`src/sv/tbpf_pkg.sv`:
```
// Package for the tile background pixel fetch block.
// Holds the transaction structs, register indexes, address constants and helpers.
// Depends on nothing; tbpf_front, tbpf_back and the top level import it.
`default_nettype none

package tbpf_pkg;

  localparam int unsigned SCREEN_COLUMNS = 160;
  localparam int unsigned VRAM_BYTES     = 8192;
  localparam int unsigned ADDR_W         = $clog2(VRAM_BYTES);
  localparam int unsigned CFG_INDEX_W    = 3;

  localparam logic ACT_WRITE = 1'b0;
  localparam logic ACT_PIXEL = 1'b1;

  localparam logic [CFG_INDEX_W-1:0] REG_DISPLAY_CONTROL     = 3'd0;
  localparam logic [CFG_INDEX_W-1:0] REG_SCROLL_Y            = 3'd1;
  localparam logic [CFG_INDEX_W-1:0] REG_SCROLL_X            = 3'd2;
  localparam logic [CFG_INDEX_W-1:0] REG_WINDOW_Y            = 3'd3;
  localparam logic [CFG_INDEX_W-1:0] REG_WINDOW_X_PLUS_SEVEN = 3'd4;

  localparam int unsigned CTRL_BG_MAP    = 3;
  localparam int unsigned CTRL_TILE_MODE = 4;
  localparam int unsigned CTRL_WIN_EN    = 5;
  localparam int unsigned CTRL_WIN_MAP   = 6;

  localparam logic [7:0] DISPLAY_CONTROL_RESET = 8'd145;

  localparam logic [ADDR_W-1:0] MAP_LOW_OFFSET       = 13'h1800;
  localparam logic [ADDR_W-1:0] MAP_HIGH_OFFSET      = 13'h1C00;
  localparam logic [ADDR_W-1:0] DATA_SIGNED_OFFSET   = 13'h0800;
  localparam logic [ADDR_W-1:0] DATA_UNSIGNED_OFFSET = 13'h0000;

  typedef struct packed {
    logic              action;
    logic [ADDR_W-1:0] vram_address;
    logic [7:0]        write_data;
    logic [7:0]        pixel_x;
    logic [7:0]        screen_line;
  } in_t;

  typedef struct packed {
    logic [1:0] color_index;
    logic [7:0] shade;
    logic       from_window;
  } res_t;

  typedef struct packed {
    logic              is_write;
    logic [ADDR_W-1:0] addr;
    logic [7:0]        data;
    logic              tile_unsigned;
    logic [2:0]        row;
    logic [2:0]        column;
    logic              from_window;
  } cmd_t;

  typedef enum logic [1:0] {
    BK_ISSUE,
    BK_TILE,
    BK_HIGH
  } back_state_t;

  function automatic logic [7:0] shade_of(input logic [1:0] color);
    logic [7:0] s;
    case (color)
      2'd0: s = 8'd255;
      2'd1: s = 8'hCC;
      2'd2: s = 8'h77;
      default: s = 8'd0;
    endcase
    return s;
  endfunction

  // Address of the low plane byte of one row of a tile.
  function automatic logic [ADDR_W-1:0] tile_row_address(input logic [7:0] idx,
                                                         input logic unsigned_mode,
                                                         input logic [2:0] row);
    logic [ADDR_W-1:0] base;
    if (unsigned_mode) begin
      base = DATA_UNSIGNED_OFFSET + {1'b0, idx, 4'b0000};
    end else begin
      base = DATA_SIGNED_OFFSET + {1'b0, ~idx[7], idx[6:0], 4'b0000};
    end
    return base | {9'd0, row, 1'b0};
  endfunction

endpackage

`default_nettype wire

```
`src/sv/tbpf_back.sv`:
```
// Back part: sequencer over the video memory port, three reads per pixel.
// Performs writes and produces results; depends on tbpf_pkg.
`default_nettype none

module tbpf_back (
  input  wire logic                          clk,
  input  wire logic                          rst,
  input  wire logic                          cmd_valid,
  input  wire tbpf_pkg::cmd_t                cmd,
  output logic                               cmd_pop,
  output logic                               ram_we,
  output logic                               ram_re,
  output logic [tbpf_pkg::ADDR_W-1:0]        ram_addr,
  output logic [7:0]                         ram_wdata,
  input  wire logic [7:0]                    ram_rdata,
  output logic                               res_push,
  output tbpf_pkg::res_t                     res,
  input  wire logic                          res_full
);

  import tbpf_pkg::*;

  back_state_t       state;
  back_state_t       state_next;
  logic              hi_pending;
  logic [ADDR_W-1:0] row_addr;
  logic [7:0]        lo_byte;
  logic              tile_unsigned;
  logic [2:0]        row;
  logic [2:0]        column;
  logic              from_window;
  logic              stall;
  logic [2:0]        bit_sel;
  logic [1:0]        color;
  logic [2:0]        cmd_column_q;
  logic              cmd_window_q;

  assign stall   = hi_pending && res_full;
  assign bit_sel = 3'd7 - column;
  assign color   = {ram_rdata[bit_sel], lo_byte[bit_sel]};

  always_comb begin
    state_next = state;
    unique case (state)
      BK_ISSUE: begin
        if (cmd_valid && !stall && !cmd.is_write) begin
          state_next = BK_TILE;
        end
      end
      BK_TILE: state_next = BK_HIGH;
      BK_HIGH: state_next = BK_ISSUE;
      default: state_next = BK_ISSUE;
    endcase
  end

  always_comb begin
    cmd_pop   = 1'b0;
    ram_we    = 1'b0;
    ram_re    = 1'b0;
    ram_addr  = cmd.addr;
    ram_wdata = cmd.data;
    res_push  = 1'b0;
    unique case (state)
      BK_ISSUE: begin
        cmd_pop  = cmd_valid && !stall;
        ram_we   = cmd_pop && cmd.is_write;
        ram_re   = cmd_pop && !cmd.is_write;
        res_push = hi_pending && !res_full;
      end
      BK_TILE: begin
        ram_re   = 1'b1;
        ram_addr = tile_row_address(ram_rdata, tile_unsigned, row);
      end
      BK_HIGH: begin
        ram_re   = 1'b1;
        ram_addr = {row_addr[ADDR_W-1:1], 1'b1};
      end
      default: ;
    endcase
    res.color_index = color;
    res.shade       = shade_of(color);
    res.from_window = from_window;
  end

  always_ff @(posedge clk) begin
    if (rst) begin
      state      <= BK_ISSUE;
      hi_pending <= 1'b0;
    end else begin
      state <= state_next;
      if (state == BK_HIGH) begin
        hi_pending <= 1'b1;
      end else if (res_push) begin
        hi_pending <= 1'b0;
      end
    end
  end

  always_ff @(posedge clk) begin
    if (state == BK_ISSUE && ram_re) begin
      tile_unsigned <= cmd.tile_unsigned;
      row           <= cmd.row;
    end
    if (state == BK_TILE) begin
      row_addr <= ram_addr;
    end
    if (state == BK_HIGH) begin
      lo_byte <= ram_rdata;
    end
    // The column and layer move on only once the previous result is out.
    if (state == BK_TILE) begin
      column      <= cmd_column_q;
      from_window <= cmd_window_q;
    end
  end

  always_ff @(posedge clk) begin
    if (state == BK_ISSUE && ram_re) begin
      cmd_column_q <= cmd.column;
      cmd_window_q <= cmd.from_window;
    end
  end

endmodule

`default_nettype wire

```
`config.mk`:
```
export PLATFORM = sky130hd
export DESIGN_NAME = tbpf_back
export DESIGN_NICKNAME = d
export VERILOG_FILES = /design/src/sv/tbpf_pkg.sv /design/src/sv/tbpf_back.sv
export SDC_FILE = /design/constraint.sdc
export NUM_CORES = 1
export LEC_CHECK = 0
export BUFFER_PORTS_ARGS = -buffer_cell sky130_fd_sc_hd__buf_2
export CORE_MARGIN = 2
export CORE_UTILIZATION = 35
export CTS_CLUSTER_DIAMETER = 50
export DETAILED_ROUTE_END_ITERATION = 7
export PLACE_DENSITY = 0.74
export RECOVER_POWER = 100
export SETUP_SLACK_MARGIN = 0.3
export SYNTH_ARGS = -nofsm -noshare
export SYNTH_HDL_FRONTEND = slang
export SYNTH_SLANG_ARGS = --single-unit
export TNS_END_PERCENT = 10
```
`constraint.sdc`:
```
create_clock -name clk -period 2.6 [get_ports clk]
set_input_delay 0.39 -clock clk [delete_from_list [all_inputs] [get_ports clk]]
set_output_delay 0.39 -clock clk [all_outputs]
set_load 0.01 [all_outputs]
```
==> results.yml <==
setup_path:
  path_max_fanout: 19
  critPathKind: "reg -> out"
  critPathArrivalTime_ns: 1.93
  start_kind: "flop"
  worstPathRequired_ns: 2.21
  worst_setup_path_end_kind: "primary output"
detailed_routing:
  first_pass_iters: 4
  wire_per_inst_microns: 15.0
  drc: 0
  vias: 1178
  viasPerCell: 5.08
  totalWireLength_microns: 3470
  antenna_left: 0
  drt-initial-drc-count: 56
cells_and_area:
  drive_gt1_share_pct: 26.4
  insertedDiodeCount: 0
  instances_no_fill: 232
  layout.nets: 225
  final_cell_mix: "clkbuf_1 (32), edfxtp_1 (32), buf_2 (30)"
  syn_to_final_growth_pct: 20.6
clock_network:
  insertion_delay_ns: 0.29
  cts_root_buffer: "clkbuf_8"
  cts_tree: "yes"
  cts.htree.levels: 2
  postCtsSetupBuffers: 0
  cts_buffers: 5
  clockBufferDepth: 2
  cts_sinks: 35
  clk_pin_slew_worst_paths_ns: 0.06
synth:
  synth_seq_cells: 35
  syn_area_sq_um: 1680
  ys_seq_area_share_pct: 60.8
  syn-mean-instance-area_sq_um: 13.3
  syn_nets: 173
  yosysWarnings: 0
  syn_inst: 126
  ys_types: 20
sta:
  fin_skew_ns: 0.00158
  drv_slew: 0
  period_minus_slack_ns: 2.32
  setup_viol: 0
  tightestPinTransition_ns: 0.554
  setup_tns_ns: 0
  fmax_mhz: 431
  rsz0062_at_grt: "true"
  holdWs_ns: 0.275
  finalHoldViolCount: 0
  slew_headroom_pct: 62.8
  post-route-period-util_pct: 89.2
place:
  gp_congestion: 0.786
  dp.cells: 225
  dp_hpwl_microns: 2490
  numPortBuffers: 61
grt:
  grt_overflow: 0
  grt_pass1_vias: 1141
  met2_usage_pct: 21.9
  grt_max_degree: 23
  grt_pass1_wl_microns: 5330
  grt_use_met1_pct: 15.5
  met3_usage_pct: 4.39
  grt_antenna_before_repair: 0
  track_usage_pct: 13.3
  busiest_layer: "met2"
floorplan:
  dieHeight_microns: 73.3
  core_sq_um: 4660
  io_pins: 78
  design.die.area_sq_um: 5370
  start_util_pct: 36.1
  rows: 25
  die_x_microns: 73.3
min_path:
  hold_path_class: "in -> reg"
pwr:
  vdd_ir_drop_max_v: 0.000424
  power_uw: 1390
  p_per_area_nw_per_um2: 686
  p_leak_uw: 0.000738
job:
  drv_cap: 0
run_status:
  status: "completed"
## power breakdown
| group | switching, uW | internal, uW |
|---|---|---|
| combinational | 148 | 98.2 |
| sequential | 14.5 | 666 |
| clock | 183 | 281 |
| total | 346 | 1040 |
## critical path: stages, from the launching register on
cell,delay (ns)
dfxtp_1,0.42
inv_1,0.12
ha_1,0.44
buf_6,0.22
nor2_1,0.07
a21oi_1,0.19
clkbuf_1,0.18
## metal layers
metal / vias up / part of all wire [%]
met2: 59 / 49
met1: 559 / 41
li1: 551 / -
met3: 9 / 7.8
met5: - / 0
met4: 0 / 2.0
## synthesized netlist by cell type
| cell | instances | area [sq um] |
|---|---|---|
| mux2_2 | 1 | 11.3 |
| nor2_1 | 16 | 60.1 |
| mux4_1 | 4 | 105 |
| a22oi_1 | 12 | 90.1 |
| clkbuf_1 | 5 | 18.8 |
| a31oi_1 | 1 | 6.26 |
| and3_1 | 1 | 6.26 |
| nor3b_1 | 2 | 15.0 |
| and2_1 | 1 | 6.26 |
| dfxtp_1 | 3 | 60.1 |
| a21boi_0 | 2 | 15.0 |
| edfxtp_1 | 32 | 961 |
| mux2i_1 | 1 | 10.0 |
| a21oi_1 | 14 | 70.1 |
| nand2b_1 | 3 | 18.8 |
| nand2_2 | 1 | 6.26 |
| buf_4 | 14 | 105 |
| mux2_4 | 2 | 30.0 |
| inv_1 | 6 | 22.5 |
| ha_1 | 5 | 62.6 |
## logic make-up after synthesis
family                   after synthesis  share of synthesized area, %
flip-flops                            35                          60.8
AO/OA/AOI/OAI                         29                          10.8
buffers and inverters                 25                          8.71
AND/OR/NAND/NOR                       24                          6.70
multiplexers                           8                          9.31
adder cells (fa/ha/maj)                5                          3.72
## path summary, 6_finish.rpt
check                                                from                 endpoint  slack [ns]  cells after the start
worst min register to register  cmd_column_q[1]$_DFFE_PP_      column[1]$_DFFE_PN_        0.42                      0
worst min-delay path                               cmd[4]         row[0]$_DFFE_PP_        0.27                      1
worst max register to register      state[1]$_SDFFE_PP0P_  tile_unsigned$_DFFE_PP_        0.59                      6
worst max-delay path                state[1]$_SDFFE_PP0P_              ram_addr[9]        0.28                      6
## timing repair
item                       4_1_cts  5_1_grt
setup endpoints to repair       12       14
hold buffers                     0        0
gates resized for setup          3        9
hold endpoints to repair         0        0
gates cloned                     0        0
## cell type report
| type | count | area (sq um) |
|---|---|---|
| fill | 446 | 2640 |
| sequential | 35 | 1020 |
| multi-input combinational | 66 | 507 |
| timing repair buffer | 64 | 305 |
| clock buffer | 6 | 72.6 |
| tap | 54 | 67.6 |
| clock inverter | 1 | 30.0 |
| inverter | 6 | 22.5 |
## state kept, by name, indices dropped and copies added (netlist names)
signal	cells
cmd_column_q	3
cmd_window_q	1
column	3
from_window	1
hi_pending	1
lo_byte	8
row	3
row_addr	12
state	2
tile_unsigned	1
## through the flow
stage	worst slack [ns]	area, sq um	util [%]
3_3_place_gp	0.453	1960	42.1
3_5_place_dp	0.394	1960	42.1
4_1_cts	0.319	2080	44.5
5_1_grt	0.145	2030	43.5
2_1_floorplan	0.515	1680	-
6_report	0.280	2030	43.5
Note: power is estimated with default switching activity, not from simulation.
