`config.mk`:
```
export PLATFORM = sky130hd
export DESIGN_NAME = tbpf_fifo
export DESIGN_NICKNAME = d
export VERILOG_FILES = /design/src/sv/tbpf_fifo.sv
export SDC_FILE = /design/constraint.sdc
export NUM_CORES = 1
export LEC_CHECK = 0
export CORE_UTILIZATION = 60
export CTS_CLUSTER_SIZE = 14
export DETAILED_ROUTE_END_ITERATION = 8
export DONT_BUFFER_PORTS = 1
export PLACE_DENSITY_LB_ADDON = 0.12
export SETUP_SLACK_MARGIN = 0.2
export SYNTH_ARGS = -nofsm -noshare
export SYNTH_HDL_FRONTEND = slang
export SYNTH_SLANG_ARGS = --single-unit
```
`constraint.sdc`:
```
create_clock -name clk -period 2.2 [get_ports clk]
set_input_delay 0.22 -clock clk [delete_from_list [all_inputs] [get_ports clk]]
set_output_delay 0.22 -clock clk [all_outputs]
set_load 0.05 [all_outputs]
```
`src/sv/tbpf_fifo.sv`:
```
// Small generic first-in first-out queue of registers.
// No dependencies; used between front and back and at the result side.
`default_nettype none

module tbpf_fifo #(
  parameter int unsigned WIDTH = 8,
  parameter int unsigned DEPTH = 2
) (
  input  wire logic             clk,
  input  wire logic             rst,
  input  wire logic             push,
  input  wire logic [WIDTH-1:0] wdata,
  output logic                  full,
  input  wire logic             pop,
  output logic      [WIDTH-1:0] rdata,
  output logic                  empty
);

  localparam int unsigned PW = $clog2(DEPTH);
  localparam int unsigned CW = $clog2(DEPTH + 1);

  logic [WIDTH-1:0] slots [DEPTH];
  logic [PW-1:0]    wptr;
  logic [PW-1:0]    rptr;
  logic [CW-1:0]    count;
  logic             do_push;
  logic             do_pop;

  assign full    = (count == CW'(DEPTH));
  assign empty   = (count == '0);
  assign do_push = push && !full;
  assign do_pop  = pop && !empty;
  assign rdata   = slots[rptr];

  always_ff @(posedge clk) begin
    if (rst) begin
      wptr  <= '0;
      rptr  <= '0;
      count <= '0;
    end else begin
      if (do_push) begin
        wptr <= (wptr == PW'(DEPTH - 1)) ? '0 : wptr + PW'(1);
      end
      if (do_pop) begin
        rptr <= (rptr == PW'(DEPTH - 1)) ? '0 : rptr + PW'(1);
      end
      if (do_push && !do_pop) begin
        count <= count + CW'(1);
      end else if (do_pop && !do_push) begin
        count <= count - CW'(1);
      end
    end
  end

  always_ff @(posedge clk) begin
    if (do_push) begin
      slots[wptr] <= wdata;
    end
  end

endmodule

`default_nettype wire

```
==> results of run 1 <==
## per-layer routing
metal / vias to the layer above / GRT usage (%) / share of wire (%)
li1: 211 / - / -
met1: 216 / 18.6 / 36
met2: 19 / 39.0 / 55
met3: 2 / 4.65 / 7.0
met4: 0 / 7.76 / 1.8
met5: - / 0 / 0
## cells in the final DEF (no fill, tap or decap), types with 2 or more instances in the layout
master	n
a21oi_1	2
buf_4	2
clkbuf_4	3
dfxtp_1	5
dlygate4sd3_1	9
edfxtp_1	16
inv_1	2
mux2_2	8
nor2_1	5
o21ai_0	3
or3_1	2
xor2_1	3
## through the flow
stage | power (mW) | hold slack (ps) | std cells | utilization [%] | worst slack (ps)
detailed placement | 1.06 | 292 | 65 | 70.1 | 557
finish | 1.25 | 277 | 78 | 80.0 | 536
global placement | 1.03 | 291 | 65 | 70.1 | 652
floorplan | 0.982 | 289 | 50 | - | 357
global route | 1.30 | 283 | 78 | 80.0 | 476
CTS | 1.23 | 20.2 | 70 | 73.2 | 543
## power by group through the flow
stage | clock, mW | combinational (mW) | sequential [mW]
2_1_floorplan | 0 | 0.442 | 0.540
3_3_place_gp | 0 | 0.470 | 0.560
3_5_place_dp | 0 | 0.495 | 0.569
4_1_cts | 0.172 | 0.500 | 0.559
5_1_grt | 0.197 | 0.539 | 0.567
6_report | 0.174 | 0.518 | 0.558
## timing repair
| item | CTS | global route |
|---|---|---|
| hold buffers | 1 | 8 |
| hold endpoints to repair | 5 | 16 |
| buffers inserted | 0 | 0 |
## sequential cells by signal (all words and copies together), names as in the netlist, named ones only
| name | flops |
|---|---|
| count | 2 |
| rptr | 1 |
| slots | 16 |
| wptr | 1 |
## area by class of cell
class                   count  area, sq um
fillers                    63          234
multi-input cells          26          200
inverters                   2         7.51
repair buffers             11          105
clock buffers               4         26.3
flip-flops and latches     21          581
well taps                  14         17.5
## worst min-delay path by stage
| stage | slack [ps] | cells after the start | to |
|---|---|---|---|
| finish | 280 | 3 | rptr |
| floorplan | 290 | 1 | count[1] |
| global placement | 290 | 1 | wptr |
| detailed placement | 290 | 1 | count[1] |
| CTS | 20 | 0 | slots[0][4] |
| global route | 280 | 3 | rptr |
## cells by family after synthesis
| kind of cell | share of synthesized area (%) |
|---|---|
| buffers and inverters | 1.58 |
| AND/OR/NAND/NOR | 5.84 |
| adder cells (fa/ha/maj) | 1.58 |
| flip-flops | 73.2 |
| AO/OA/AOI/OAI | 3.15 |
| multiplexers | 11.4 |
| XOR/XNOR | 3.31 |
## worst reg2reg max path, delay by kind of cell, from the launching register on
family                 cells  cell delay [ps]
flip-flops                 1              450
buffers and inverters      2              470
AND/OR/NAND/NOR            2              440
==> flow_summary.json, run 1 <==
{
  "synth.top_cells.by_count": "edfxtp_1, mux2_2, dfxtp_1, nor2_1",
  "yosys_warnings": 0,
  "rows": 12,
  "num_io_pins": 22,
  "layout_min_cycle_time_ps": 1660,
  "slowest_delay_ps": 450,
  "core_sq_mm": 0.00117,
  "grtUsageTotal_pct": 19.6,
  "rsz0062_at_grt": "false",
  "grt_max_degree": 12,
  "htree_levels": 1,
  "drv_slew": 0,
  "post-synth-top-count-cell": "edfxtp_1",
  "cts.clk_slew.worst_paths_ps": 100,
  "post-dp-hpwl_um": 926,
  "synth-seq-area-share_pct": 73.2,
  "critical_path.endpoint": "slots[0][2]",
  "cp-startpoint": "count[0]",
  "worstPathMaxFanout": 8,
  "reg2reg_from": "count[0]",
  "finClkSkew_ps": 2.06,
  "min_period_over_period_pct": 75.6,
  "yosysTopAreaCell": "edfxtp_1",
  "combPwrFrac_pct": 41.4,
  "required_ps": 2180,
  "synth_edf_count": 16,
  "dieArea_sq_mm": 0.00147,
  "path_buf_inv": 2,
  "worstSetupPathType": "reg2reg",
  "worstHoldStart": "pop",
  "cap_violations": 0,
  "routedWlPerCell_um": 17.8,
  "cts_resized": 0,
  "clk-insertion-delay-late_ps": 290,
  "n_antenna_cell": 0,
  "cts_tree": "yes",
  "synth-main-ff-cell": "edfxtp_1",
  "grt_pass1_vias": 436,
  "via_per_inst": 5.74,
  "p_seq_share_pct": 44.6,
  "pwr-share-clk_pct": 13.9,
  "switching_share_pct": 42.2,
  "worst_setup_path_end_kind": "flip-flop",
  "final.setup.tns_ps": 0,
  "path_cells": "nor2b_2 > buf_4 > or3_1 > inv_1",
  "final-hold-violation-count": 0,
  "power_leakage_nw": 0.342,
  "crit_family": "buffers and inverters",
  "p_switching_mw": 0.527,
  "dieWidth_um": 38.4,
  "powerDensity_mw_per_mm2": 1330,
  "tightest_slew_ps": 379,
  "synth_cell_types": 13,
  "design_area_sq_um": 937,
  "synth.area.top_cells": "edfxtp_1, dfxtp_1, mux2_2",
  "drive_gt1_share_pct": 21.9,
  "start_util_pct": 67.7,
  "slew_headroom_pct": 74.7,
  "fmax_mhz": 601,
  "syn2layout_area_growth_pct": 18.1,
  "syn-cell-area_sq_um": 793,
  "p_int_mw": 0.723,
  "critical_path_depth": 4,
  "hold_class": "in2reg",
  "worstReg2RegEnd": "slots[0][2]",
  "grt_first_pass_wirelength_mm": 1.84,
  "ant_nets": 0,
  "ir_worst_vdd_mv": 0.920,
  "status": "complete, no violations",
  "num_vias": 448,
  "syn_avg_cell_area_sq_um": 15.9,
  "drt-total-wl_mm": 1.39,
  "dr.pass1.iters": 4,
  "antenna_found_initial": 0,
  "synth_top_area_share_pct": 60.6,
  "cp.arrival_ps": 1640,
  "drcViolationCount": 0,
  "cp_slowest_cell": "dfxtp_1",
  "async_reset_ff_share_pct": 0,
  "place_area_sq_um": 821,
  "globalplace.congestion": 0.714,
  "setup_viol": 0,
  "overflow": 0,
  "start_kind": "flip-flop",
  "rrSetupSlack_ps": 540,
  "root_buffer": "clkbuf_4",
  "die_y_um": 38.4,
  "clockBufferDepth": 2,
  "clock_sinks": 21,
  "reg2reg_depth": 4,
  "numCtsBuffers": 3,
  "synth-seq-cells": 21,
  "drt-initial-drc-count": 4,
  "syn_nets": 63,
  "io_buffers": 0,
  "netlist_instances": 50,
  "fin_nets": 78
}
Power figures use the tool's default switching activity.
==> run 2: changes to the inputs <==
--- a/config.mk
+++ b/config.mk
@@ -5,7 +5,7 @@
 export SDC_FILE = /design/constraint.sdc
 export NUM_CORES = 1
 export LEC_CHECK = 0
-export CORE_UTILIZATION = 60
+export CORE_UTILIZATION = 52
 export CTS_CLUSTER_SIZE = 14
 export DETAILED_ROUTE_END_ITERATION = 8
 export DONT_BUFFER_PORTS = 1
==> constraint.sdc (replaced) <==
create_clock -name clk -period 1.4 [get_ports clk]
set_input_delay 0.14 -clock clk [delete_from_list [all_inputs] [get_ports clk]]
set_output_delay 0.14 -clock clk [all_outputs]
set_load 0.05 [all_outputs]
==> flow_summary.json, run 2 (synthesis gave the netlist of run 1 again) <==
{
  "required_ps": 1410,
  "place_area_sq_um": 857,
  "core_sq_mm": 0.00137,
  "drcViolationCount": 0,
  "worstSetupPathType": "reg2reg",
  "io_buffers": 0,
  "post-place-cells": 69,
  "antenna_found_initial": 0,
  "cp.arrival_ps": 1440,
  "cts.clk_slew.worst_paths_ps": 100,
  "overflow": 0,
  "multi_input_area_sq_um": 284,
  "n_fill_cell": 80,
  "dr.pass1.iters": 3,
  "num_io_pins": 22,
  "die_y_um": 41.1,
  "slowest_delay_ps": 390,
  "tightest_slew_ps": 288,
  "powerDensity_mw_per_mm2": 2120,
  "crit_family": "simple AND/OR/NAND/NOR gates",
  "status": "finished, violations left",
  "post-dp-hpwl_um": 864,
  "drt-initial-drc-count": 12,
  "hold_ws_ps": -102,
  "pre_cts_ws_ps": -87.6,
  "slew_headroom_pct": 80.6,
  "min_period_over_period_pct": 102,
  "hold_class": "in2reg",
  "setup_viol": 9,
  "n_antenna_cell": 0,
  "worst_setup_path_end_kind": "flip-flop",
  "clk-insertion-delay-late_ps": 280,
  "root_buffer": "clkbuf_4",
  "grtUsageTotal_pct": 18.6,
  "numCtsBuffers": 3,
  "ctsHoldBuffers": 8,
  "ir_worst_vdd_mv": 1.51,
  "power_leakage_nw": 0.391,
  "drv_slew": 0,
  "dieWidth_um": 41.1,
  "drt-total-wl_mm": 1.43,
  "dieArea_sq_mm": 0.00169,
  "cp_slowest_cell": "or3_4",
  "path_buf_inv": 2,
  "grt_first_pass_wirelength_mm": 1.93,
  "post_layout_nonfiller_instances": 81,
  "layout_min_cycle_time_ps": 1430,
  "start_util_pct": 58.1,
  "globalplace.congestion": 0.636,
  "routedWlPerCell_um": 17.7,
  "largest_register_ffs": 16,
  "rows": 13,
  "clock_sinks": 21,
  "cts_tree": "yes",
  "design_area_sq_mm": 0.00105,
  "ant_nets": 0,
  "rsz0062_at_grt": "true",
  "grt_max_degree": 12,
  "largest-register": "slots",
  "worstPathMaxFanout": 8,
  "num_vias": 447,
  "syn2layout_area_growth_pct": 32.6,
  "clockBufferDepth": 2,
  "cap_violations": 0,
  "drive_gt1_share_pct": 45.5,
  "final_cell_mix": "edfxtp_1, mux2_4, dlygate4sd3_1",
  "via_per_inst": 5.52,
  "path_cells": "nor2b_4 > buf_4 > or3_4 > inv_8",
  "reg_top3": "slots (16), count (2)",
  "htree_levels": 1,
  "postCtsSetupBuffers": 0,
  "setup_slack_ps": -34.7,
  "fin_nets": 80,
  "fmax_mhz": 697,
  "final-hold-violation-count": 5,
  "start_kind": "flip-flop",
  "grt_pass1_vias": 423,
  "violations": "negative hold slack, negative setup slack",
  "regArea_sq_um": 587,
  "finClkSkew_ps": 7.73,
  "final_common_cell": "edfxtp_1"
}
run 2: cell types whose count changed in the layout (fill, tap and decap cells not counted), sizes merged:
| cell | change |
|---|---|
| buf | +3 |
| dlygate4sd3 | -1 |
run 2: worst register-to-register path, stage by stage, from the launching register on:
cell and delay [ps]:
dfxtp_2 350, nor2b_4 140, buf_4 190, or3_4 390, inv_8 100
run 2: per-stage QoR:
stage               TNS [ps]  utilization (%)  power, mW
floorplan               -208                -       1.57
global placement        -202             62.7       1.70
detailed placement      -606             62.7       1.74
CTS                    -91.0             74.9       2.14
global route            -533             77.0       2.33
finish                  -235             77.0       2.23
run 2: where the power goes:
part	leakage (nW)	internal [mW]	switching [mW]
clock network	0.0150	0.110	0.159
registers	0.192	0.808	0.107
logic	0.184	0.400	0.647
total	0.391	1.32	0.914
run 2: what timing repair did:
action / 4_1_cts / 5_1_grt
pin swaps: 1 / 0
endpoints found under the setup margin: 19 / 24
resized for setup: 16 / 7
endpoints found under the hold margin: 21 / 5
run 2: path summary, 6_finish.rpt:
kind              cells past startpoint      from  slack [ps]           to
setup / recovery                      4  count[1]         -30  slots[0][7]
setup reg to reg                      4  count[1]         -30  slots[0][7]
hold / removal                        1       rst        -100     count[1]
hold reg to reg                       2      wptr         580         wptr
run 2: layout make-up:
cell class | instances | area share (%)
tap | 15 | 1.78
multi-input combinational | 26 | 27.0
sequential | 21 | 55.8
clock buffer | 4 | 2.50
inverter | 2 | 1.43
timing repair buffer | 13 | 11.5
run 2: routing by layer:
metal | global-route usage [%] | vias up | part of all wire, % | wire length [um]
li1 | - | 210 | - | -
met1 | 21.2 | 224 | 38 | 549
met2 | 34.8 | 11 | 59 | 841
met3 | 3.26 | 2 | 2.4 | 34
met4 | 5.00 | 0 | 0.42 | 6
met5 | 0 | - | 0 | 0
==> run 3: changes to the inputs <==
--- a/config.mk
+++ b/config.mk
@@ -5,12 +5,13 @@
 export SDC_FILE = /design/constraint.sdc
 export NUM_CORES = 1
 export LEC_CHECK = 0
-export CORE_UTILIZATION = 52
+export BUFFER_PORTS_ARGS = -buffer_cell sky130_fd_sc_hd__buf_2
+export CORE_UTILIZATION = 44
 export CTS_CLUSTER_SIZE = 14
 export DETAILED_ROUTE_END_ITERATION = 8
-export DONT_BUFFER_PORTS = 1
 export PLACE_DENSITY_LB_ADDON = 0.12
 export SETUP_SLACK_MARGIN = 0.2
+export SLEW_MARGIN = 5
 export SYNTH_ARGS = -nofsm -noshare
 export SYNTH_HDL_FRONTEND = slang
 export SYNTH_SLANG_ARGS = --single-unit
==> flow_summary.json, run 3 (synthesis gave the netlist of run 1 again) <==
{
  "die_y_um": 44.5,
  "largest-register": "slots",
  "reg2reg_from": "count[1]",
  "n_antenna_cell": 0,
  "dieArea_sq_mm": 0.00198,
  "critical_path.endpoint": "count[1]",
  "ant_nets": 0,
  "grtUsageTotal_pct": 14.0,
  "clk-insertion-delay-late_ps": 300,
  "required_ps": 1630,
  "antenna_found_initial": 0,
  "final-hold-violation-count": 0,
  "drv_slew": 0,
  "layout_min_cycle_time_ps": 1400,
  "grt_pass1_vias": 467,
  "cts.clk_slew.worst_paths_ps": 110,
  "dieWidth_um": 44.5,
  "routedWlPerCell_um": 12.3,
  "drcViolationCount": 0,
  "grt_max_degree": 13,
  "root_buffer": "clkbuf_4",
  "largest_register_ffs": 16,
  "dr.pass1.iters": 3,
  "num_io_pins": 22,
  "path_cells": "nor2b_4 > nor2_4 > ha_4 > xor2_1 > or3_1 > a21oi_1",
  "rows": 14,
  "status": "finished, violations left",
  "setup_slack_ps": -1.25,
  "cp-startpoint": "count[1]",
  "drive_gt1_share_pct": 62.7,
  "num_vias": 501,
  "globalplace.congestion": 0.693,
  "start_kind": "flip-flop",
  "post-dp-hpwl_um": 885,
  "cp_slowest_cell": "dfxtp_2",
  "clockBufferDepth": 2,
  "drt-initial-drc-count": 13,
  "cts_tree": "yes",
  "ir_worst_vdd_mv": 1.48,
  "worstSetupPathType": "reg2reg",
  "multi_input_area_sq_um": 274,
  "worstReg2RegEnd": "count[1]",
  "regArea_sq_um": 589,
  "finClkSkew_ps": 8.05,
  "hold_ws_ps": 24.0,
  "drt-total-wl_mm": 1.32,
  "worstPathMaxFanout": 3,
  "slowest_delay_ps": 370,
  "fmax_mhz": 714,
  "final_cell_mix": "edfxtp_1, buf_2, mux2_4",
  "reg_top3": "slots (16), count (2)",
  "via_per_inst": 4.68,
  "reg2reg_depth": 6,
  "n_fill_cell": 97,
  "start_util_pct": 49.8,
  "fin_nets": 97,
  "numCtsBuffers": 3,
  "hold_class": "in2reg",
  "rsz0062_at_grt": "true",
  "powerDensity_mw_per_mm2": 2100,
  "clock_sinks": 21,
  "violations": "negative setup slack",
  "min_period_over_period_pct": 100,
  "syn2layout_area_growth_pct": 50.3,
  "slew_headroom_pct": 86.6,
  "power_leakage_nw": 0.488,
  "core_sq_mm": 0.00159,
  "setup_viol": 1,
  "rrSetupSlack_ps": -1,
  "cap_violations": 0,
  "overflow": 0,
  "htree_levels": 1,
  "cp.arrival_ps": 1630,
  "final_common_cell": "edfxtp_1",
  "grt_first_pass_wirelength_mm": 1.93,
  "worst_setup_path_end_kind": "flip-flop",
  "pre_cts_ws_ps": -43.3,
  "tightest_slew_ps": 200,
  "io_buffers": 21
}
## run 3: per-layer routing
layer	GRT usage (%)	up-vias	wire (um)
met1	14.9	229	542
met2	25.3	18	700
met3	4.90	5	60
met4	5.45	0	14
li1	-	249	-
met5	0	-	0
## run 3: metrics by stage
step                      power (mW)  area, sq um  TNS, ps  std cells  util [%]
final                           2.50         1190    -1.25        107      74.8
after CTS                       2.37         1110    -10.9        103      69.7
after global placement          1.78          958        0         97      60.1
after floorplan                 1.57          806     -208         50         -
after detailed placement        1.80          958    -43.3         97      60.1
after global routing            2.59         1190     -132        107      74.8
## run 3: layout make-up
cell class | instances | share of cell area [%]
clock inverter | 1 | 0.420
clock buffer | 3 | 1.89
sequential | 21 | 49.4
multi-input combinational | 26 | 23.0
timing repair buffer | 30 | 21.5
inverter | 2 | 1.26
tap | 24 | 2.52
## run 3: power breakdown
group	internal, mW	switching, mW	leakage, nW
registers	0.812	0.0976	0.192
clock network	0.106	0.172	0.0177
logic	0.619	0.692	0.278
## run 3: critical path: cells and delay by family, from the launching register on
| kind | cells | cell delay (ps) |
|---|---|---|
| AO/OA/AOI/OAI | 1 | 130 |
| adder cells (fa/ha/maj) | 1 | 150 |
| XOR/XNOR | 1 | 140 |
| flip-flops | 1 | 370 |
| AND/OR/NAND/NOR | 3 | 540 |
## run 3: worst min-delay path by stage
| stage | start | to | cells after the start |
|---|---|---|---|
| 2_1_floorplan | rst | count[1] | 1 |
| 3_3_place_gp | wdata[5] | slots[1][5] | 1 |
| 3_5_place_dp | wdata[7] | slots[1][7] | 1 |
| 4_1_cts | wdata[6] | slots[1][6] | 1 |
| 5_1_grt | wdata[4] | slots[1][4] | 1 |
| 6_report | wdata[4] | slots[0][4] | 1 |
## run 3: repair_timing
item / 4_1_cts / 5_1_grt
resized for setup: 35 / 11
pin swaps: 2 / 5
hold buffers: 0 / 1
endpoints found under the setup margin: 20 / 20
buffers inserted: 2 / 3
hold endpoints to repair: 0 / 2
