**config.mk**
```make
export PLATFORM = sky130hd
export DESIGN_NAME = tbpf_front
export DESIGN_NICKNAME = d
export VERILOG_FILES = /design/src/sv/tbpf_pkg.sv /design/src/sv/tbpf_front.sv
export SDC_FILE = /design/constraint.sdc
export NUM_CORES = 1
export LEC_CHECK = 0
export ABC_AREA = 0
export BUFFER_PORTS_ARGS = -buffer_cell sky130_fd_sc_hd__clkbuf_2
export CORE_MARGIN = 5
export CORE_UTILIZATION = 57
export CTS_CLUSTER_SIZE = 25
export DETAILED_ROUTE_END_ITERATION = 10
export PLACE_DENSITY = 0.89
export SYNTH_ARGS = -nofsm -noshare
export SYNTH_HDL_FRONTEND = slang
export SYNTH_SLANG_ARGS = --single-unit
```
**constraint.sdc**
```tcl
create_clock -name clk -period 6.6 [get_ports clk]
set_input_delay 0.66 -clock clk [delete_from_list [all_inputs] [get_ports clk]]
set_output_delay 0.66 -clock clk [all_outputs]
set_load 0.05 [all_outputs]
```
**src/sv/tbpf_pkg.sv**
```systemverilog
// Package for the tile background pixel fetch block.
// Holds the transaction structs, register indexes, address constants and helpers.
// Depends on nothing; tbpf_front, tbpf_back and the top level import it.
`default_nettype none

package tbpf_pkg;

  localparam int unsigned SCREEN_COLUMNS = 160;
  localparam int unsigned VRAM_BYTES     = 8192;
  localparam int unsigned ADDR_W         = $clog2(VRAM_BYTES);
  localparam int unsigned CFG_INDEX_W    = 3;

  localparam logic ACT_WRITE = 1'b0;
  localparam logic ACT_PIXEL = 1'b1;

  localparam logic [CFG_INDEX_W-1:0] REG_DISPLAY_CONTROL     = 3'd0;
  localparam logic [CFG_INDEX_W-1:0] REG_SCROLL_Y            = 3'd1;
  localparam logic [CFG_INDEX_W-1:0] REG_SCROLL_X            = 3'd2;
  localparam logic [CFG_INDEX_W-1:0] REG_WINDOW_Y            = 3'd3;
  localparam logic [CFG_INDEX_W-1:0] REG_WINDOW_X_PLUS_SEVEN = 3'd4;

  localparam int unsigned CTRL_BG_MAP    = 3;
  localparam int unsigned CTRL_TILE_MODE = 4;
  localparam int unsigned CTRL_WIN_EN    = 5;
  localparam int unsigned CTRL_WIN_MAP   = 6;

  localparam logic [7:0] DISPLAY_CONTROL_RESET = 8'd145;

  localparam logic [ADDR_W-1:0] MAP_LOW_OFFSET       = 13'h1800;
  localparam logic [ADDR_W-1:0] MAP_HIGH_OFFSET      = 13'h1C00;
  localparam logic [ADDR_W-1:0] DATA_SIGNED_OFFSET   = 13'h0800;
  localparam logic [ADDR_W-1:0] DATA_UNSIGNED_OFFSET = 13'h0000;

  typedef struct packed {
    logic              action;
    logic [ADDR_W-1:0] vram_address;
    logic [7:0]        write_data;
    logic [7:0]        pixel_x;
    logic [7:0]        screen_line;
  } in_t;

  typedef struct packed {
    logic [1:0] color_index;
    logic [7:0] shade;
    logic       from_window;
  } res_t;

  typedef struct packed {
    logic              is_write;
    logic [ADDR_W-1:0] addr;
    logic [7:0]        data;
    logic              tile_unsigned;
    logic [2:0]        row;
    logic [2:0]        column;
    logic              from_window;
  } cmd_t;

  typedef enum logic [1:0] {
    BK_ISSUE,
    BK_TILE,
    BK_HIGH
  } back_state_t;

  function automatic logic [7:0] shade_of(input logic [1:0] color);
    logic [7:0] s;
    case (color)
      2'd0: s = 8'd255;
      2'd1: s = 8'hCC;
      2'd2: s = 8'h77;
      default: s = 8'd0;
    endcase
    return s;
  endfunction

  // Address of the low plane byte of one row of a tile.
  function automatic logic [ADDR_W-1:0] tile_row_address(input logic [7:0] idx,
                                                         input logic unsigned_mode,
                                                         input logic [2:0] row);
    logic [ADDR_W-1:0] base;
    if (unsigned_mode) begin
      base = DATA_UNSIGNED_OFFSET + {1'b0, idx, 4'b0000};
    end else begin
      base = DATA_SIGNED_OFFSET + {1'b0, ~idx[7], idx[6:0], 4'b0000};
    end
    return base | {9'd0, row, 1'b0};
  endfunction

endpackage

`default_nettype wire

```
**src/sv/tbpf_front.sv**
```systemverilog
// Front part: configuration registers, acceptance and classification of items.
// Turns each write and each on-screen pixel request into a command for the back part; depends on tbpf_pkg.
`default_nettype none

module tbpf_front (
  input  wire logic                               clk,
  input  wire logic                               rst,
  input  wire tbpf_pkg::in_t                      in_item,
  input  wire logic                               push,
  output logic                                    full,
  input  wire logic                               cfg_valid,
  output logic                                    cfg_ready,
  input  wire logic [tbpf_pkg::CFG_INDEX_W-1:0]   cfg_index,
  input  wire logic [7:0]                         cfg_data,
  output logic                                    cmd_push,
  output tbpf_pkg::cmd_t                          cmd,
  input  wire logic                               cmd_full
);

  import tbpf_pkg::*;

  logic [7:0] display_control;
  logic [7:0] scroll_y;
  logic [7:0] scroll_x;
  logic [7:0] window_y;
  logic [7:0] window_x_plus_seven;

  logic [8:0] px_plus_seven;
  logic       use_window;
  logic [7:0] xpos;
  logic [7:0] ypos;
  logic       map_sel;
  logic       keep;

  assign cfg_ready = 1'b1;

  always_ff @(posedge clk) begin
    if (rst) begin
      display_control     <= DISPLAY_CONTROL_RESET;
      scroll_y            <= '0;
      scroll_x            <= '0;
      window_y            <= '0;
      window_x_plus_seven <= '0;
    end else if (cfg_valid) begin
      unique case (cfg_index)
        REG_DISPLAY_CONTROL:     display_control     <= cfg_data;
        REG_SCROLL_Y:            scroll_y            <= cfg_data;
        REG_SCROLL_X:            scroll_x            <= cfg_data;
        REG_WINDOW_Y:            window_y            <= cfg_data;
        REG_WINDOW_X_PLUS_SEVEN: window_x_plus_seven <= cfg_data;
        default: ;
      endcase
    end
  end

  always_comb begin
    px_plus_seven = {1'b0, in_item.pixel_x} + 9'd7;
    use_window    = display_control[CTRL_WIN_EN]
                    && (in_item.screen_line >= window_y)
                    && (px_plus_seven >= {1'b0, window_x_plus_seven});
    if (use_window) begin
      xpos    = 8'(px_plus_seven - {1'b0, window_x_plus_seven});
      ypos    = in_item.screen_line - window_y;
      map_sel = display_control[CTRL_WIN_MAP];
    end else begin
      xpos    = in_item.pixel_x + scroll_x;
      ypos    = in_item.screen_line + scroll_y;
      map_sel = display_control[CTRL_BG_MAP];
    end

    cmd = '0;
    if (in_item.action == ACT_WRITE) begin
      cmd.is_write = 1'b1;
      cmd.addr     = in_item.vram_address;
      cmd.data     = in_item.write_data;
    end else begin
      cmd.is_write      = 1'b0;
      cmd.addr          = (map_sel ? MAP_HIGH_OFFSET : MAP_LOW_OFFSET)
                          + {3'b000, ypos[7:3], xpos[7:3]};
      cmd.tile_unsigned = display_control[CTRL_TILE_MODE];
      cmd.row           = ypos[2:0];
      cmd.column        = xpos[2:0];
      cmd.from_window   = use_window;
    end

    // Requests for columns off the screen are accepted and dropped here.
    keep     = (in_item.action == ACT_WRITE)
               || ({1'b0, in_item.pixel_x} < 9'(SCREEN_COLUMNS));
    cmd_push = push && !cmd_full && keep;
    full     = cmd_full;
  end

endmodule

`default_nettype wire

```
==> flow_summary.html, run 1 <==
<table>
<tr><th>Metric</th><th>Value</th></tr>
<tr><th colspan="2">Floorplanning</th></tr>
<tr><td>Initial core utilization</td><td>59.3%</td></tr>
<tr><td>Horizontal extent of the die</td><td>83.1 um</td></tr>
<tr><td>Core Rows</td><td>26</td></tr>
<tr><td>Number of top-level pins</td><td>87</td></tr>
<tr><td>Placeable Area</td><td>0.00514 sq mm</td></tr>
<tr><td>Full die area</td><td>0.00691 sq mm</td></tr>
<tr><td>Die Y-Extent</td><td>around 83 um</td></tr>
<tr><th colspan="2">Power</th></tr>
<tr><td>Cell internal pwr</td><td>between 300 and 400 uW</td></tr>
<tr><td>Switching power as a share of total power</td><td>35.5%</td></tr>
<tr><td>Portion of total power attributed to sequential cells</td><td>between 30% and 40%</td></tr>
<tr><td>Leakage power total</td><td>between 1.5 and 2 nW</td></tr>
<tr><td>Fraction of power consumed by combinational cells</td><td>between 30% and 40%</td></tr>
<tr><td>Power density cells</td><td>~170 mW/mm^2</td></tr>
<tr><td>Portion of total power attributed to the clock network</td><td>a little over a quarter</td></tr>
<tr><td>Net switching power of the design</td><td>214 uW</td></tr>
<tr><td>Worst IR drop on VDD</td><td>142 uV</td></tr>
<tr><th colspan="2">Cells and area</th></tr>
<tr><td>Layout Nets</td><td>567</td></tr>
<tr><td>Proportion of layout cells with a drive suffix above 1</td><td>about 20%</td></tr>
<tr><td># diodes</td><td>0</td></tr>
<tr><td>Post-route core utilization</td><td>69.3%</td></tr>
<tr><td>P&amp;R area growth vs syn</td><td>16.9%</td></tr>
<tr><td>Non-filler cells in the finished layout</td><td>around 550</td></tr>
<tr><th colspan="2">Clock tree</th></tr>
<tr><td>Maximum clock insertion buffer count</td><td>2</td></tr>
<tr><td>H-Tree Depth</td><td>2</td></tr>
<tr><td>Clock transition time at the flip-flop clock pins of the worst setup and hold paths</td><td>~0.06 ns</td></tr>
<tr><td>Num CTS Buffers</td><td>5</td></tr>
<tr><td>Count of instances resized after the clock tree is built</td><td>0</td></tr>
<tr><td>Clock latency on the worst-skew pair</td><td>0.28 ns</td></tr>
<tr><td>Hold buffer count at CTS</td><td>0</td></tr>
<tr><td>TritonCTS clock tree</td><td>yes</td></tr>
<tr><td>Setup fix buffers added after clock tree synthesis</td><td>0</td></tr>
<tr><td>CTS sink cnt</td><td>36</td></tr>
<tr><td>Root buffer selected by CTS</td><td>clkbuf_8</td></tr>
<tr><th colspan="2">Yosys</th></tr>
<tr><td>Basic-gate share of the synthesized area counting and, or, nand and nor cells</td><td>21.1%</td></tr>
<tr><td>Adder and majority cell fraction of the synthesized area</td><td>15.4%</td></tr>
<tr><td>Synthesized-area fraction occupied by xor and xnor cells</td><td>9.20%</td></tr>
<tr><td>Fraction of the mapped netlist area in compound gates</td><td>19.7%</td></tr>
<tr><td>FF+latch count, synth</td><td>36</td></tr>
<tr><td>Most common flop cell mapped by yosys</td><td>dfxtp_1</td></tr>
<tr><td>Post-synthesis net count</td><td>slightly below 500</td></tr>
<tr><td>Synthesized area per cell</td><td>around 7.6 sq um</td></tr>
<tr><td>Proportion of synthesized area in mux cells</td><td>4.27%</td></tr>
<tr><td>Netlist area before placement</td><td>0.00305 sq mm</td></tr>
<tr><td>Number of enable flip-flop cells after synthesis</td><td>0</td></tr>
<tr><td>Share of async-settable or async-resettable flops after synthesis</td><td>0%</td></tr>
<tr><td>Count of yosys warnings during synthesis</td><td>0</td></tr>
<tr><td>Main combinational cell family by area after synthesis</td><td>simple AND/OR/NAND/NOR gates</td></tr>
<tr><td>Seq/Total Area, Yosys</td><td>23.7%</td></tr>
<tr><td>Cells after Synth</td><td>about 400</td></tr>
<tr><td>Number of distinct library cells after synthesis</td><td>41</td></tr>
<tr><th colspan="2">Detailed routing</th></tr>
<tr><td>Detailed-route DRC error count</td><td>0</td></tr>
<tr><td>Total iterations of the first detailed-routing run</td><td>4</td></tr>
<tr><td>Via total after detailed routing</td><td>3056</td></tr>
<tr><td>Avg WL per Cell</td><td>15.1 um</td></tr>
<tr><td>DR iter-0 viols</td><td>149</td></tr>
<tr><td>Final Routed Wirelength</td><td>a little over 8000 um</td></tr>
<tr><td>Number of vias per cell after detailed routing</td><td>roughly 5.6</td></tr>
<tr><td>Post-detailed-route count of antenna-violating nets</td><td>0</td></tr>
<tr><th colspan="2">Global route</th></tr>
<tr><td>Met1 capacity usage during global routing</td><td>29.7%</td></tr>
<tr><td>Routing layer with the top usage in global route</td><td>met2</td></tr>
<tr><td>Antenna violations before repair</td><td>0</td></tr>
<tr><td>Global route overflow</td><td>0</td></tr>
<tr><td>All-layer global routing usage</td><td>a little under a quarter</td></tr>
<tr><td>Wire length of the first global-routing pass</td><td>~14000 um</td></tr>
<tr><td>Pin count of the biggest net entering global routing</td><td>37</td></tr>
<tr><td>Vias in the first global route</td><td>approximately 2900</td></tr>
<tr><td>Met2 layer usage reported by global route</td><td>39.1%</td></tr>
<tr><td>GR Layer Usage met3</td><td>5.64%</td></tr>
<tr><th colspan="2">STA</th></tr>
<tr><td>Finish-stage setup viols</td><td>0</td></tr>
<tr><td>Hold WS</td><td>0.457 ns</td></tr>
<tr><td>Final critical delay including setup and external delays</td><td>4.31 ns</td></tr>
<tr><td>Final hold vios</td><td>0</td></tr>
<tr><td>Unrepaired setup endpoints after global routing</td><td>false</td></tr>
<tr><td>Max_slew headroom</td><td>54.4%</td></tr>
<tr><td>Transition time at the pin with the least slew margin</td><td>0.684 ns</td></tr>
<tr><td>Worst setup skew after layout</td><td>0 ns</td></tr>
<tr><td>Final Slew Violations</td><td>0</td></tr>
<tr><td>Final period utilization</td><td>65.3%</td></tr>
<tr><td>Post-route setup TNS</td><td>0 ns</td></tr>
<tr><td>Highest Clock Rate</td><td>232 MHz</td></tr>
<tr><th colspan="2">Flow run</th></tr>
<tr><td># Max-Cap Violations</td><td>0</td></tr>
<tr><th colspan="2">Placed design</th></tr>
<tr><td>Placed Cells</td><td>about 540</td></tr>
<tr><td>RePlAce Congestion</td><td>between 0.9 and 1</td></tr>
<tr><td>Placed wire-length estimate</td><td>6810 um</td></tr>
<tr><td>Total of buffers placed on input and output ports</td><td>85</td></tr>
<tr><th colspan="2">Critical path</th></tr>
<tr><td>Reg-to-reg slack, setup</td><td>5.75 ns</td></tr>
<tr><td>Buffer and inverter count on the worst path</td><td>3</td></tr>
<tr><td>Crit-path cells</td><td>clkbuf_2, inv_1, ha_1, nand2b_1, nand4_1, xnor2_1, ha_1, a21o_1, a21oi_1, o21a_1, a21o_1, nor2_1, a221o_1, clkbuf_2</td></tr>
<tr><td>Critical-path top delay cell</td><td>a21o_1</td></tr>
<tr><td>Critical Path Fanout Max</td><td>14</td></tr>
<tr><td>Startpoint class of the critical path</td><td>input pin</td></tr>
<tr><td>Largest stage delay, worst path</td><td>approximately 0.55 ns</td></tr>
<tr><td>Data required, critical path</td><td>5.94 ns</td></tr>
<tr><td>Data arrival time at the worst-slack endpoint</td><td>3.65 ns</td></tr>
<tr><td>Critical Path Sink Type</td><td>output port</td></tr>
<tr><td>Top delay family on crit path</td><td>compound AO/OA/AOI/OAI gates</td></tr>
<tr><td>Startpoint-to-endpoint class of the critical path</td><td>input pin to output port</td></tr>
<tr><th colspan="2">Worst hold path</th></tr>
<tr><td>Hold Crit Class</td><td>register to register</td></tr>
<tr><th colspan="2">Outcome</th></tr>
<tr><td>Status</td><td>finished, final reports clean</td></tr>
</table>
-- cell families (layout without fill, tap and decap cells) --
group / after synthesis / after routing
xor gates and xnor gates: 32 / 32
adders and majority gates: 35 / 35
DFF: 36 / 36
other: 1 / 1
buffers and inverters: 45 / 120
and+or+nand+nor: 146 / 146
AOI/OAI and AO/OA: 95 / 95
muxes: 13 / 13
-- registers in the layout, indices dropped and copies added (netlist names) --
signal,count
scroll_x,8
scroll_y,8
window_x_plus_seven,8
window_y,8
display_control,4
-- area by class of cell --
cell class                 count  area, sq um
multi-input combinational    322         2130
fill                         472         1580
sequential                    36          721
timing repair buffer          85          425
inverter                      28          105
clock buffer                   7         96.3
tap                           70         87.6
-- worst min-delay path, stage by stage (launching register included) --
cell and delay, ns:
dfxtp_1 0.31, nand2_1 0.05, a21oi_1 0.05
-- worst paths after layout --
check | startpoint | end | depth (start not counted)
max | in_item[9] | cmd[25] | 14
max reg2reg | display_control[4] | display_control[4] | 2
min reg2reg | window_x_plus_seven[5] | window_x_plus_seven[5] | 2
min | window_x_plus_seven[5] | window_x_plus_seven[5] | 2
-- per-stage QoR --
step	area (sq um)	setup WS (ns)	power, mW
3_3_place_gp	3460	2.44	0.436
4_1_cts	3560	2.30	0.606
3_5_place_dp	3460	2.30	0.442
2_1_floorplan	3050	2.43	0.384
5_1_grt	3560	2.11	0.635
6_report	3560	2.29	0.603
-- power groups by stage --
| stage | Sequential [mW] | Clock [mW] | Combinational [mW] |
|---|---|---|---|
| final | 0.225 | 0.164 | 0.214 |
| after global routing | 0.226 | 0.178 | 0.231 |
| after CTS | 0.225 | 0.169 | 0.212 |
| after detailed placement | 0.230 | 0 | 0.211 |
| after global placement | 0.230 | 0 | 0.206 |
| after floorplan | 0.229 | 0 | 0.156 |
-- cell usage after synthesis (3+ instances only) --
master	number	area, sq um
a221o_1	3	30.0
and3_1	4	25.0
fa_1	4	80.1
o21bai_1	4	30.0
a21o_1	8	60.1
mux2i_1	13	130
nand2_1	73	274
xor2_1	8	70.1
nor3_1	5	25.0
o21a_1	3	22.5
inv_1	28	105
xnor2_1	24	210
nor2b_1	12	75.1
a31oi_1	3	18.8
o211ai_1	7	52.6
nand3_1	10	50.1
a211oi_1	3	22.5
dfxtp_1	36	721
nor2_1	30	113
ha_1	31	388
a21oi_1	56	280
clkbuf_1	12	45.0
-- cell usage in the layout, fill, tap and decap left out, types with 8 or more instances in the layout --
cell and n:
xnor2_1 24, nand2_1 73, xor2_1 8, clkbuf_2 85, inv_1 28, ha_1 31, nand3_1 10, mux2i_1 13
nor2b_1 12, nor2_1 30, a21o_1 8, a21oi_1 56, dfxtp_1 36
-- layer usage --
metal | wire (um) | part of all wire (%) | up-vias
li1 | - | - | 1518
met4 | 188 | 2.3 | 0
met5 | 0 | 0 | -
met1 | 3670 | 44 | 1380
met3 | 662 | 8.0 | 16
met2 | 3740 | 45 | 142
No activity file was read; power rests on OpenSTA's default activity.
==> run 2: changes to the inputs <==
--- a/config.mk
+++ b/config.mk
@@ -8,10 +8,10 @@
 export ABC_AREA = 0
 export BUFFER_PORTS_ARGS = -buffer_cell sky130_fd_sc_hd__clkbuf_2
 export CORE_MARGIN = 5
-export CORE_UTILIZATION = 57
+export CORE_UTILIZATION = 48
 export CTS_CLUSTER_SIZE = 25
 export DETAILED_ROUTE_END_ITERATION = 10
-export PLACE_DENSITY = 0.89
+export PLACE_DENSITY = 0.81
 export SYNTH_ARGS = -nofsm -noshare
 export SYNTH_HDL_FRONTEND = slang
 export SYNTH_SLANG_ARGS = --single-unit
==> constraint.sdc (replaced) <==
create_clock -name clk -period 3.56 [get_ports clk]
set_input_delay 0.356 -clock clk [delete_from_list [all_inputs] [get_ports clk]]
set_output_delay 0.356 -clock clk [all_outputs]
set_load 0.05 [all_outputs]
==> flow_summary.html, run 2 (same netlist as run 1, synthesis figures left out) <==
<table>
<tr><th>Metric</th><th>Value</th></tr>
<tr><th colspan="2">Critical path</th></tr>
<tr><td>Terminus of the critical flop-to-flop path</td><td>display_control[4]</td></tr>
<tr><td>Crit-path cells</td><td>clkbuf_2, inv_1, ha_1, nand2b_1, nand4_1, xnor2_1, ha_1, nand3_1, a21oi_1, a21oi_1, a21oi_2, nor2_1, a211oi_1, clkbuf_2</td></tr>
<tr><td>Largest stage delay, worst path</td><td>0.46 ns (-0.09 ns)</td></tr>
<tr><td>Top delay family on crit path</td><td>compound AO/OA/AOI/OAI gates</td></tr>
<tr><td>Data required, critical path</td><td>3.20 ns (-2.74 ns)</td></tr>
<tr><td>Critical Path Fanout Max</td><td>9 (-5)</td></tr>
<tr><td>Data arrival time at the worst-slack endpoint</td><td>3.02 ns (-0.63 ns)</td></tr>
<tr><td>Buffer and inverter count on the worst path</td><td>3 (unchanged)</td></tr>
<tr><td>Reg-to-reg slack, setup</td><td>2.72 ns (-3.03 ns)</td></tr>
<tr><td>Critical Path Sink Type</td><td>output port</td></tr>
<tr><td>Startpoint of the lowest-slack register-to-register path</td><td>display_control[4]</td></tr>
<tr><td>Startpoint class of the critical path</td><td>input pin</td></tr>
<tr><td>Critical-path top delay cell</td><td>a21oi_2</td></tr>
<tr><td>Worst reg-to-reg path cell count</td><td>2 (unchanged)</td></tr>
<tr><td>Startpoint-to-endpoint class of the critical path</td><td>input pin to output port</td></tr>
<tr><th colspan="2">Detailed routing</th></tr>
<tr><td>Total iterations of the first detailed-routing run</td><td>6 (+2)</td></tr>
<tr><td>DR iter-0 viols</td><td>147 (-1.3%)</td></tr>
<tr><td>Detailed-route DRC error count</td><td>0 (unchanged)</td></tr>
<tr><td>Post-detailed-route count of antenna-violating nets</td><td>0 (unchanged)</td></tr>
<tr><td>Number of vias per cell after detailed routing</td><td>5.37 (-3.7%)</td></tr>
<tr><td>Avg WL per Cell</td><td>14.7 um (-2.4%)</td></tr>
<tr><td>Final Routed Wirelength</td><td>8210 um (-0.64%)</td></tr>
<tr><td>Via total after detailed routing</td><td>2997 (-1.9%)</td></tr>
<tr><th colspan="2">Worst hold path</th></tr>
<tr><td>Hold Crit Class</td><td>input pin to register</td></tr>
<tr><td>Source of the worst hold timing path</td><td>cfg_data[7]</td></tr>
<tr><td>Hold-critical path endpoint</td><td>scroll_x[7]</td></tr>
<tr><td>Hold path cells</td><td>3 (+1)</td></tr>
<tr><th colspan="2">Placed design</th></tr>
<tr><td>Area of placed instances</td><td>0.00349 sq mm (+0.76%)</td></tr>
<tr><td>Total of buffers placed on input and output ports</td><td>85 (unchanged)</td></tr>
<tr><td>RePlAce Congestion</td><td>0.834 (-9.7%)</td></tr>
<tr><td>Placed wire-length estimate</td><td>6900 um (+1.4%)</td></tr>
<tr><th colspan="2">STA</th></tr>
<tr><td>Final critical delay including setup and external delays</td><td>3.37 ns</td></tr>
<tr><td>Final period utilization</td><td>94.8%</td></tr>
<tr><td>Final Slew Violations</td><td>0 (unchanged)</td></tr>
<tr><td>Final hold vios</td><td>0 (unchanged)</td></tr>
<tr><td>Worst setup skew after layout</td><td>0 ns (unchanged)</td></tr>
<tr><td>Max_slew headroom</td><td>54.1% (-0.31 points)</td></tr>
<tr><td>Finish-stage setup viols</td><td>0 (unchanged)</td></tr>
<tr><td>Unrepaired setup endpoints after global routing</td><td>true</td></tr>
<tr><td>Transition time at the pin with the least slew margin</td><td>0.688 ns (+0.00462 ns)</td></tr>
<tr><td>Highest Clock Rate</td><td>296 MHz</td></tr>
<tr><th colspan="2">Global route</th></tr>
<tr><td>Pin count of the biggest net entering global routing</td><td>37 (unchanged)</td></tr>
<tr><td>Wire length of the first global-routing pass</td><td>12600 um (-7.2%)</td></tr>
<tr><td>Global route overflow</td><td>0 (unchanged)</td></tr>
<tr><td>Vias in the first global route</td><td>2796 (-4.7%)</td></tr>
<tr><td>All-layer global routing usage</td><td>20.0% (-3.7 points)</td></tr>
<tr><td>Antenna violations before repair</td><td>0 (unchanged)</td></tr>
<tr><th colspan="2">Cells and area</th></tr>
<tr><td>Area taken by flip-flops and latches</td><td>721 sq um (unchanged)</td></tr>
<tr><td># diodes</td><td>0 (unchanged)</td></tr>
<tr><td>Layout Nets</td><td>569 (+0.35%)</td></tr>
<tr><td>Most common cell after layout, fill and taps aside</td><td>clkbuf_2</td></tr>
<tr><td>Commonest cells after routing, fill and taps aside</td><td>clkbuf_2, nand2_1, a21oi_1</td></tr>
<tr><td>Combined area of the multi-input logic cells</td><td>0.00213 sq mm (+0.12%)</td></tr>
<tr><td>Proportion of layout cells with a drive suffix above 1</td><td>20.8% (+0.29 points)</td></tr>
<tr><td>Final instance area</td><td>0.00358 sq mm (+0.56%)</td></tr>
<tr><td>Layout fillers</td><td>592 (+25%)</td></tr>
<tr><td>P&amp;R area growth vs syn</td><td>17.5%</td></tr>
<tr><th colspan="2">Clock tree</th></tr>
<tr><td>Num CTS Buffers</td><td>5 (unchanged)</td></tr>
<tr><td>Hold buffer count at CTS</td><td>0 (unchanged)</td></tr>
<tr><td>CTS sink cnt</td><td>36 (unchanged)</td></tr>
<tr><td>Clock transition time at the flip-flop clock pins of the worst setup and hold paths</td><td>0.07 ns (about the same)</td></tr>
<tr><td>Setup fix buffers added after clock tree synthesis</td><td>0 (unchanged)</td></tr>
<tr><td>Root buffer selected by CTS</td><td>clkbuf_8</td></tr>
<tr><td>Maximum clock insertion buffer count</td><td>2 (unchanged)</td></tr>
<tr><td>H-Tree Depth</td><td>2 (unchanged)</td></tr>
<tr><td>TritonCTS clock tree</td><td>yes</td></tr>
<tr><td>Clock latency on the worst-skew pair</td><td>0.28 ns (about the same)</td></tr>
<tr><th colspan="2">Floorplanning</th></tr>
<tr><td>Die Y-Extent</td><td>89.7 um (+7.9%)</td></tr>
<tr><td>Placeable Area</td><td>0.00628 sq mm (+22%)</td></tr>
<tr><td>Core Rows</td><td>29 (+12%)</td></tr>
<tr><td>Full die area</td><td>0.00804 sq mm (+16%)</td></tr>
<tr><td>Horizontal extent of the die</td><td>89.7 um (+7.9%)</td></tr>
<tr><td>Number of top-level pins</td><td>87 (unchanged)</td></tr>
<tr><td>Initial core utilization</td><td>48.5% (-11 points)</td></tr>
<tr><th colspan="2">Power</th></tr>
<tr><td>Power density cells</td><td>308 mW/mm^2 (+82%)</td></tr>
<tr><td>Worst IR drop on VDD</td><td>264 uV (+86%)</td></tr>
<tr><td>Leakage power total</td><td>1.59 nW (+0.22%)</td></tr>
<tr><td>Pwr Total</td><td>1.10 mW (+83%)</td></tr>
<tr><th colspan="2">Flow run</th></tr>
<tr><td># Max-Cap Violations</td><td>0 (unchanged)</td></tr>
<tr><th colspan="2">Outcome</th></tr>
<tr><td>Status</td><td>finished, final reports clean</td></tr>
</table>
## run 2: worst min-delay path: stages
cell and delay [ns]:
clkbuf_2 0.11, nand2_1 0.06, a21oi_1 0.05
## run 2: worst max-delay path by stage
stage               endpoint       start  cells past startpoint
floorplan             cmd[1]  in_item[8]                     12
global placement      cmd[4]  in_item[9]                     14
detailed placement    cmd[4]  in_item[8]                     14
CTS                   cmd[4]  in_item[8]                     14
global route          cmd[1]  in_item[8]                     14
finish                cmd[4]  in_item[8]                     14
## run 2: repair_timing
action / CTS / global route
endpoints found under the setup margin: 0 / 3
gates resized for setup: 0 / 1
hold endpoints to repair: 0 / 0
## run 2: area by class of cell
class                           count  area share [%]
Multi-Input combinational cell    322            59.4
Sequential cell                    36            20.1
Timing Repair Buffer               87            12.3
Inverter                           28            2.94
Tap cell                           77            2.69
Clock buffer                        8            2.52
## run 2: where the power goes
part           switching (mW)  total (mW)  internal (mW)
clock network           0.129       0.287          0.158
registers             0.00646       0.418          0.412
logic                   0.258       0.397          0.139
## run 2: per-layer routing
metal,GRT usage (%),vias to the layer above,wire length (um)
li1,-,1525,-
met1,25.6,1351,3640
met2,36.1,113,3800
met3,2.83,8,720
met4,3.38,0,53
met5,0,-,0
## run 2: metrics by stage
step | worst slack, ns | cells | TNS (ns) | utilization (%) | hold slack (ns)
global route | -0.0207 | 558 | -0.0295 | 57.0 | 0.365
global placement | 0.278 | 550 | 0 | 55.6 | 0.442
CTS | 0.186 | 558 | 0 | 57.0 | 0.344
finish | 0.186 | 558 | 0 | 57.0 | 0.350
detailed placement | 0.195 | 550 | 0 | 55.6 | 0.452
floorplan | 0.0591 | 403 | 0 | - | 0.436
